**src/rtl/gpsd_ram.sv**
```systemverilog
// Generic single-port-write, single-port-read RAM with registered read data.
module gpsd_ram #(
  parameter int WIDTH = 8,
  parameter int DEPTH = 16
) (
  input  logic                             clk,
  input  logic                             we,
  input  logic [$clog2(DEPTH > 1 ? DEPTH : 2)-1:0] waddr,
  input  logic [WIDTH-1:0]                 wdata,
  input  logic [$clog2(DEPTH > 1 ? DEPTH : 2)-1:0] raddr,
  output logic [WIDTH-1:0]                 rdata
);

  logic [WIDTH-1:0] mem [DEPTH];

  always_ff @(posedge clk) begin
    if (we) begin
      mem[waddr] <= wdata;
    end
    rdata <= mem[raddr];
  end

endmodule

```
**config.mk**
```make
export PLATFORM = sky130hd
export DESIGN_NAME = gpsd_ram
export DESIGN_NICKNAME = d
export VERILOG_FILES = /design/src/rtl/gpsd_ram.sv
export SDC_FILE = /design/constraint.sdc
export NUM_CORES = 1
export LEC_CHECK = 0
export ABC_CLOCK_PERIOD_IN_PS = 2000
export BUFFER_PORTS_ARGS = -buffer_cell sky130_fd_sc_hd__buf_4
export CAP_MARGIN = 20
export CORE_MARGIN = 8
export CORE_UTILIZATION = 54
export CTS_CLUSTER_DIAMETER = 100
export DETAILED_ROUTE_END_ITERATION = 12
export PLACE_DENSITY = 0.84
export SYNTH_ARGS = -nofsm -noshare
export SYNTH_HDL_FRONTEND = slang
export SYNTH_SLANG_ARGS = --single-unit
export TNS_END_PERCENT = 100
```
**constraint.sdc**
```tcl
create_clock -name clk -period 2 [get_ports clk]
set_input_delay 0.4 -clock clk [delete_from_list [all_inputs] [get_ports clk]]
set_output_delay 0.4 -clock clk [all_outputs]
set_load 0.03 [all_outputs]
```
==> results.md, run 1 <==
- Vias per inst: roughly 6
- Crit end category: output pin
- CP required: 1.60 ns
- First-pass DRT Iterations: 4
- CP max FO: 1
- Power per standard cell area: 1131 nW/µm²
- Hold Fails Final Rpt: 0
- Clk buf depth: 2
- Synth top area share: about three quarters
- Max incr delay on CP: between 0.3 and 0.4 ns
- Critical path depth: 1
- Sequential area share after synthesis: 77.78%
- CTS Hold Buffers Added: 0
- Unrepaired setup endpoints after global routing: false
- Antenna violations before repair: 0
- Vias in the first global route: about 2700
- CP Class: reg2out
- Initial DRC count: roughly 300
- R2R cell count: 3
- ANT nets after route: 0
- Largest area contributor in the netlist: edfxtp_1
- First-pass GRT wire length: around 16000 µm
- Core Area: between 9000 and 10000 µm²
- Setup ws final: 0.5239 ns
- FF-to-FF Start: mem[9][6]$_DFFE_PP_
- Cell family with most CP delay: flip-flops
- Post-synthesis async set-or-reset flop share: 0%
- Row count: 35
- Grt ovf: 0
- Syn Inst Count: about 230
- Ys Warns: 0
- Final Critical Period: between 1 and 1.5 ns
- Final HPWL DP: roughly 6600 µm
- Top_reg_cell synth: edfxtp_1
- Synthesized area: 5147 µm²
- Cell Chain, Critical Path: buf_4
- Worst Setup SP: rdata[4]$_DFF_P_
- I/O Buffers: 25
- Pre-CTS setup slack: between 0.1 and 0.15 ns
- Cts bufs inserted: 17
- Largest net degree at the start of global routing: 18
- Critical path's slowest cell: dfxtp_1
- Clk_lat worst skew: around 0.52 ns
- Synth Register Bits: approximately 140
- Clk slew on worst S/H paths: about 0.060 ns
- Postcts setup bufs: 0
- Fin nets: just over 300
- Clock Skew: approximately 0.0091 ns
- Root Buffer: clkbuf_8
- Endpoints failing setup: 0
- Reg2Reg Setup Slack: 0.56 ns
- Routability Congestion: 0.7332
- Worst vdd ir: roughly 0.00073 V
- Net count after synthesis: approximately 250
- Via count: 2565
- Achievable Freq: slightly below 700 MHz
- CTS H-tree lvls: 4
- GRT Util Overall: around 18%
- Number of flops mapped to enable cells by yosys: roughly 130
- Average cell area after synthesis: 22.48 µm²
- Initial core utilization: 55.71%
- Die height: about 110 µm
- Final hold slack: 0.1803 ns
- Layout Cells excl Fill: 428
- Top-level port count: 26
- Total power: between 7 and 8 mW
- CTS tree: done
- Drt drc: 0
- Layout area overhead: 22.00%
- Crit start category: register
- Worst r2r dst: rdata[6]$_DFF_P_
- Die area: 12910 µm²
- Min-delay worst type: in2reg
- CTS resizes: 0
- WL/cell: between 20 and 25 µm
- Netlist cell types: 19
- Ratio of cells with drive above 1 in the final layout: 32.44%
- CTS Sinks: ~140
- Number of max-cap violations: 0
- Period Utilization, post-route: 73.80%
- Critical path arrival: about 1.1 ns
- LEAKAGE: ~2.2 nW
- Antenna diodes: 0
- Inst Count DP: just under 400
- Final Max Slew Viols: 0
- Worst setup path end: rdata[4]
- Slew margin rel.: slightly above 70%
- Crit path buffers/inverters: 1
- DIE WIDTH: approximately 110 µm
- Status: completed
- Top cells by area, synth: edfxtp_1 (75%), mux4_2 (7.9%), mux4_1 (7.1%)
- Layout fillers: around 560
- Final WL: between 10000 and 15000 µm
- Setup_tns: 0 ns
- Worst-margin pin slew: 0.4300 ns
==> placed cells by master (no fill, tap or decap), drive strengths merged, types with 2 or more instances in the layout <==
| master | Yosys | final |
|---|---|---|
| buf | 7 | 48 |
| dfxtp | 8 | 8 |
| clkbuf | 0 | 19 |
| mux4 | 32 | 32 |
| nand2 | 9 | 9 |
| a22oi | 16 | 16 |
| nand3b | 2 | 2 |
| bufinv | 0 | 7 |
| clkinv | 0 | 5 |
| nor3 | 4 | 4 |
| nor2 | 13 | 13 |
| edfxtp | 128 | 128 |
| nand2b | 2 | 2 |
==> worst min path at each step <==
stage / cells past startpoint / slack (ns) / from / to
global route: 1 / 0.16 / wdata[2] / mem[7][2]$_DFFE_PP_
floorplan: 0 / 0.50 / wdata[0] / mem[0][0]$_DFFE_PP_
CTS: 1 / 0.16 / wdata[2] / mem[7][2]$_DFFE_PP_
finish: 1 / 0.18 / wdata[2] / mem[8][2]$_DFFE_PP_
global placement: 3 / 0.65 / mem[8][3]$_DFFE_PP_ / rdata[3]$_DFF_P_
detailed placement: 3 / 0.67 / mem[11][1]$_DFFE_PP_ / rdata[1]$_DFF_P_
==> routing by layer <==
layer  GRT usage, %  up-vias  wire length (µm)
met5              0        -                 0
met4          7.993        0               187
met3          4.754       15               810
met2          28.44      139              5300
met1          22.34     1324              4323
li1               -     1087                 -
==> sequential cells by signal, summed over array words and instances, names as in the netlist <==
name,cells
rdata,8
mem,128
==> kinds of logic after synthesis <==
logic type	synth area share (%)
and+or+nand+nor	3.184
AOI/OAI and AO/OA	2.334
DFF	77.78
buffers and inverters	1.677
muxes	15.02
==> where the power goes <==
| part | internal [mW] | switching [mW] |
|---|---|---|
| sequential | 3.19 | 0.0251 |
| combinational | 0.154 | 0.204 |
| clock | 2.40 | 1.14 |
==> through the flow <==
stage | util [%] | instance area, µm²
detailed placement | 60.69 | 5608
finish | 67.96 | 6280
floorplan | - | 5147
CTS | 67.96 | 6280
global route | 67.96 | 6280
global placement | 60.69 | 5608
==> cell type report <==
cell class	instances	area, µm²	share of cell area, %
repair buffers	48	385.4	6.137
flip-flops and latches	136	4004	63.76
multi-input cells	83	1057	16.84
well taps	129	161.4	2.570
clock inverters	13	250.2	3.985
clock buffers	19	421.7	6.714
==> synth_stat cells (2+ instances only) <==
master           instances
clkdlybuf4s25_2          3
dfxtp_1                  8
edfxtp_1               128
mux4_2                  18
nand2_1                  9
nand3b_1                 2
buf_6                    3
a22oi_1                 16
mux4_1                  14
nand2b_1                 2
nor2_1                  13
buf_2                    3
nor3_1                   4
No activity file was read; power rests on OpenSTA's default activity.
==> run 2, diff against run 1 <==
- ABC_CLOCK_PERIOD_IN_PS: 2000 -> 1500
- CORE_UTILIZATION: 54 -> 60
- PLACE_DENSITY: 0.84 -> 0.88
- clock period: 2 -> 1.5 ns (I/O delays scaled with it)
==> run 2 against run 1 <==
  * Setup slack got worse by 0.45 ns
  * Wire length decreased by 0.53%
  * Combinational power increased by 39%
  * Sequential share of layout area decreased by 0.25 points
  * Via count increased by 1.5%
  * Cell count decreased by 3.7%
  * Global-route usage increased by 1.8 points
  * Non-clock buffer count increased by 8
  * Sequential cell count unchanged
==> results.md, run 2 (synthesized netlist as in run 1, its figures left out) <==
- Layout area overhead: 22.48% (was 22.00%)
- Postcts setup bufs: 0 (unchanged)
- Slew margin rel.: 50.56% (was 71.33%)
- Antenna diodes: 0 (unchanged)
- Min-delay worst type: in2reg (unchanged)
- Antenna violations before repair: 0 (unchanged)
- First-pass GRT wire length: 16010 µm (was 16130 µm)
- Most flops, register: mem (unchanged)
- Final HPWL DP: 6392 µm (was 6556 µm)
- Cell Chain, Critical Path: mux4_1 -> a22oi_1 -> nand2_1 (was buf_4)
- Most common cell after layout, fill and taps aside: edfxtp_1 (unchanged)
- Root Buffer: clkbuf_8 (unchanged)
- Vias per inst: 6.320 (was 5.993)
- GRT Util Overall: 19.58% (was 17.78%)
- Pre-CTS setup slack: -0.1779 ns (was 0.1257 ns)
- Layout Cells excl Fill: 412 (was 428)
- Die height: 108.6 µm (was 113.6 µm)
- Final WL: 10570 µm (was 10620 µm)
- Critical path arrival: 1.83 ns (was 1.08 ns)
- Max reg flops: 128 (unchanged)
- Number of max-cap violations: 0 (unchanged)
- CP required: 1.90 ns (was 1.60 ns)
- CP Class: reg2reg (was reg2out)
- Total power: 9.256 mW (was 7.105 mW)
- Routability Congestion: 0.7457 (was 0.7332)
- ANT nets after route: 0 (unchanged)
- Core Area: 8258 µm² (was 9240 µm²)
- Final Max Slew Viols: 0 (unchanged)
- LEAKAGE: 2.207 nW (was 2.170 nW)
- Clk buf depth: 2 (unchanged)
- Setup ws final: 0.07448 ns (was 0.5239 ns)
- Achievable Freq: about 700 MHz
- Inst Count DP: 380 (was 396)
- Vias in the first global route: 2819 (was 2661)
- Post-route cell area: 6305 µm² (was 6280 µm²)
- Most frequent cells in the layout: edfxtp_1 (128), buf_4 (53), mux4_2 (18) (was edfxtp_1 (128), buf_4 (46), mux4_2 (18))
- Power per standard cell area: 1468 nW/µm² (was 1131 nW/µm²)
- Initial core utilization: 62.33% (was 55.71%)
- Critical path's slowest cell: mux4_1 (was dfxtp_1)
- CTS tree: done (unchanged)
- Cts bufs inserted: 17 (unchanged)
- Met2 routed WL: 5363 µm (was 5300 µm)
- Max incr delay on CP: 0.53 ns (was 0.37 ns)
- Endpoints failing setup: 0 (unchanged)
- Top sig layer: met4 (unchanged)
- Grt ovf: 0 (unchanged)
- CP max FO: 1 (unchanged)
- Die area: 11800 µm² (was 12910 µm²)
- Via count: 2604 (was 2565)
- Top Registers: mem x128, rdata x8 (unchanged)
- Final Critical Period: between 1 and 1.5 ns
- Top-level port count: 26 (unchanged)
- WL met3: 898 µm (was 810 µm)
- Clk_lat worst skew: 0.52 ns (about the same)
- Period Utilization, post-route: a little over nine tenths
- Wl on met1: 4112 µm (was 4323 µm)
- I/O Buffers: 25 (unchanged)
- Cell family with most CP delay: multiplexers (was flip-flops)
- Crit path buffers/inverters: 0 (was 1)
- Ratio of cells with drive above 1 in the final layout: 34.85% (was 32.44%)
- Hold Fails Final Rpt: 0 (unchanged)
- First-pass DRT Iterations: 4 (unchanged)
- Initial DRC count: 172 (was 297)
- Status: completed (unchanged)
- Crit end category: register (was output pin)
- CTS H-tree lvls: 4 (unchanged)
- Area of placed instances: 5655 µm² (was 5608 µm²)
- WL/cell: 25.64 µm (was 24.82 µm)
- Clk slew on worst S/H paths: 0.06 ns (about the same)
- Largest net degree at the start of global routing: 20 (was 18)
- Crit start category: register (unchanged)
- Worst vdd ir: 0.0009687 V (was 0.0007293 V)
- Worst-margin pin slew: 0.7401 ns (was 0.4300 ns)
- DIE WIDTH: 108.6 µm (was 113.6 µm)
- Unrepaired setup endpoints after global routing: false (unchanged)
- Drt drc: 0 (unchanged)
- CTS Sinks: 136 (unchanged)
- Final core utilization: 76.35% (was 67.96%)
- Row count: 33 (was 35)
- Fin nets: 312 (was 304)
- Clock Skew: 0.005602 ns (was 0.009100 ns)
-- run 2: cell types whose count changed in the layout (fill, tap and decap cells not counted), moves of 2 or more --
cell	change
clkinv_4	+2
clkbuf_8	+2
bufinv_16	-2
buf_4	+7
-- run 2: what timing repair did --
item / CTS / global route
hold endpoints to repair: 0 / 0
setup endpoints to repair: 0 / 1
resized for setup: 0 / 1
hold buffers: 0 / 0
-- run 2: path summary, 6_finish.rpt --
| check | cells past startpoint | to | slack (ns) | start |
|---|---|---|---|---|
| setup / recovery | 3 | rdata[5]$_DFF_P_ | 0.07 | mem[2][5]$_DFFE_PP_ |
| setup reg to reg | 3 | rdata[5]$_DFF_P_ | 0.07 | mem[2][5]$_DFFE_PP_ |
| hold reg to reg | 3 | rdata[4]$_DFF_P_ | 0.67 | mem[14][4]$_DFFE_PP_ |
| hold / removal | 1 | mem[10][4]$_DFFE_PP_ | 0.09 | wdata[4] |
-- run 2: layer usage --
metal	global-route usage (%)	up-vias
met5	0	-
met4	9.091	0
met3	7.198	16
met2	30.51	141
met1	24.11	1345
li1	-	1102
-- run 2: stage by stage --
step / setup TNS, ns / hold WS (ns)
detailed placement: -3.362 / 0.6110
CTS: 0 / 0.06415
global placement: -2.020 / 0.5927
floorplan: -1.983 / 0.3989
finish: 0 / 0.08659
global route: 0 / 0.07083
-- run 2: cell type report --
type	count	area [µm²]
tap	105	131.4
fill	450	1953
clock inverter	11	195.2
sequential	136	4004
clock buffer	21	449.2
multi-input combinational	83	1067
timing repair buffer	56	457.9
-- run 2: power breakdown --
part | internal [mW] | switching [mW] | total (mW) | leakage [nW]
clock network | 2.96 | 1.52 | 4.48 | 0.316
logic | 0.218 | 0.280 | 0.498 | 0.667
registers | 4.25 | 0.0286 | 4.28 | 1.22
==> run 3, diff against run 2 <==
- SETUP_SLACK_MARGIN: default -> 0.15
==> run 3 against run 2 <==
  * Sequential share of layout area decreased by 0.21 points
  * Register-to-register slack improved by 0.09 ns
  * Design area increased by 0.40%
  * Utilization increased by 0.30 points
  * Combinational power increased by 8.2%
  * Clock power decreased by 6.2%
  * Largest power group is now sequential cells
  * Critical path depth unchanged
==> results.md, run 3 (synthesized netlist as in run 1, its figures left out) <==
- Layout Cells excl Fill: 413 (was 412)
- R2R cell count: 3 (unchanged)
- CTS H-tree lvls: 4 (unchanged)
- I/O Buffers: 25 (unchanged)
- Core Area: 8258 µm² (unchanged)
- Initial DRC count: 238 (was 172)
- Root Buffer: clkbuf_8 (unchanged)
- Initial core utilization: 62.33% (unchanged)
- Crit start category: register (unchanged)
- Vias per inst: 6.305 (was 6.320)
- Via count: 2604 (unchanged)
- Critical path's slowest cell: mux4_2 (was mux4_1)
- Unrepaired setup endpoints after global routing: true (was false)
- Die height: 108.6 µm (unchanged)
- Max reg flops: 128 (unchanged)
- FF-to-FF Start: mem[3][7]$_DFFE_PP_ (was mem[2][5]$_DFFE_PP_)
- Layout area overhead: 22.97% (was 22.48%)
- Setup ws final: 0.1607 ns (was 0.07448 ns)
- CTS Sinks: 136 (unchanged)
- Worst Hold Depth: 1 (unchanged)
- Max incr delay on CP: 0.52 ns (was 0.53 ns)
- Cell Chain, Critical Path: mux4_2 -> a22oi_2 -> nand2_1 (was mux4_1 -> a22oi_1 -> nand2_1)
- Clk_lat worst skew: 0.52 ns (about the same)
- Critical path arrival: 1.74 ns (was 1.83 ns)
- LEAKAGE: 2.162 nW (was 2.207 nW)
- Drt drc: 0 (unchanged)
- First-pass DRT Iterations: 5 (was 4)
- Row count: 33 (unchanged)
- WL/cell: 26.21 µm (was 25.64 µm)
- Inst Count DP: 381 (was 380)
- Status: completed (unchanged)
- Post-route cell area: 6330 µm² (was 6305 µm²)
- Grt ovf: 0 (unchanged)
- Ratio of cells with drive above 1 in the final layout: 44.48% (was 34.85%)
- Largest net degree at the start of global routing: 17 (was 20)
- Cell family with most CP delay: multiplexers (unchanged)
- Fin nets: 313 (was 312)
- Antenna violations before repair: 0 (unchanged)
- Crit path buffers/inverters: 0 (unchanged)
- CTS Hold Buffers Added: 0 (unchanged)
- Worst Setup SP: mem[3][7]$_DFFE_PP_ (was mem[2][5]$_DFFE_PP_)
- Antenna diodes: 0 (unchanged)
- Clk slew on worst S/H paths: 0.06 ns (about the same)
- Clock Skew: 0.008122 ns (was 0.005602 ns)
- Period Utilization, post-route: 89.29% (was 95.03%)
- Final Critical Period: 1.339 ns (was 1.426 ns)
- CTS tree: done (unchanged)
- DIE WIDTH: 108.6 µm (unchanged)
- Most flops, register: mem (unchanged)
- Endpoints failing setup: 0 (unchanged)
- CP Class: reg2reg (unchanged)
- Final HPWL DP: 6696 µm (was 6392 µm)
- Hold Fails Final Rpt: 0 (unchanged)
- Min-delay worst type: in2reg (unchanged)
- Clk buf depth: 2 (unchanged)
- Vias in the first global route: 2696 (was 2819)
- Routability Congestion: 0.7988 (was 0.7457)
- Top Registers: mem x128, rdata x8 (unchanged)
- Hold Startpoint: wdata[1] (was wdata[4])
- Worst vdd ir: 0.001517 V (was 0.0009687 V)
- CP max FO: 1 (unchanged)
- Achievable Freq: 746.7 MHz (was 701.5 MHz)
- Final Max Slew Viols: 0 (unchanged)
- Critical path depth: 3 (unchanged)
- Most common cell after layout, fill and taps aside: edfxtp_1 (unchanged)
- Top-level port count: 26 (unchanged)
- ANT nets after route: 0 (unchanged)
- Worst-margin pin slew: 0.8168 ns (was 0.7401 ns)
- First-pass GRT wire length: 16140 µm (was 16010 µm)
- GRT Util Overall: 19.74% (was 19.58%)
- Cts bufs inserted: 17 (unchanged)
- Pre-CTS setup slack: -0.2188 ns (was -0.1779 ns)
- CP required: 1.90 ns (about the same)
- Slew margin rel.: 45.35% (was 50.56%)
- Final WL: 10830 µm (was 10570 µm)
- Power per standard cell area: 1425 nW/µm² (was 1468 nW/µm²)
- Die area: 11800 µm² (unchanged)
- Area of placed instances: 5678 µm² (was 5655 µm²)
- Most frequent cells in the layout: edfxtp_1 (128), buf_4 (50), mux4_2 (30) (was edfxtp_1 (128), buf_4 (53), mux4_2 (18))
- Number of max-cap violations: 0 (unchanged)
- Crit end category: register (unchanged)
-- run 3: cell types whose count changed in the layout (fill, tap and decap cells not counted), sizes merged --
cell	delta
clkinv	-1
buf	+1
clkbuf	-4
inv	+6
clkinvlp	+1
bufinv	-2
-- run 3: power by group --
part           total, mW  leakage, nW  switching [mW]  internal (mW)
combinational      0.539        0.641           0.297          0.242
sequential          4.28         1.22          0.0309           4.25
clock               4.20        0.297            1.63           2.57
-- run 3: area by class of cell --
type	instances	area (µm²)
fill	413	1928
multi-input combinational	83	1089
clock inverter	15	191.4
clock buffer	17	414.1
timing repair buffer	57	498.0
tap	105	131.4
sequential	136	4006
-- run 3: worst paths after layout --
path / endpoint / slack, ns
setup / recovery: rdata[7]$_DFF_P_ / 0.16
hold / removal: mem[2][1]$_DFFE_PP_ / 0.09
hold reg to reg: rdata[2]$_DFF_P_ / 0.67
setup reg to reg: rdata[7]$_DFF_P_ / 0.16
-- run 3: timing repair --
action,4_1_cts,5_1_grt
pin swaps,0,4
cloned,0,0
buffers inserted,0,0
gates resized for setup,6,7
setup endpoints to repair,4,8
-- run 3: per-stage QoR --
step	util [%]	setup TNS, ns	power [mW]	hold WS (ns)
after floorplan	-	0	4.635	0.3989
after global placement	68.76	-1.275	4.842	0.6010
after detailed placement	68.76	-1.643	4.866	0.6173
after CTS	76.29	0	9.053	0.06604
after global routing	76.65	0	9.252	0.07451
final	76.65	0	9.021	0.08955
-- run 3: routing by layer --
| layer | vias to the layer above | track usage (%) | share of wire, % | routed length, µm |
|---|---|---|---|---|
| met4 | 0 | 8.602 | 2.0 | 219 |
| met2 | 154 | 30.51 | 50 | 5415 |
| li1 | 1096 | - | - | - |
| met3 | 24 | 6.254 | 8.4 | 911 |
| met1 | 1330 | 25.41 | 40 | 4279 |
| met5 | - | 0 | 0 | 0 |
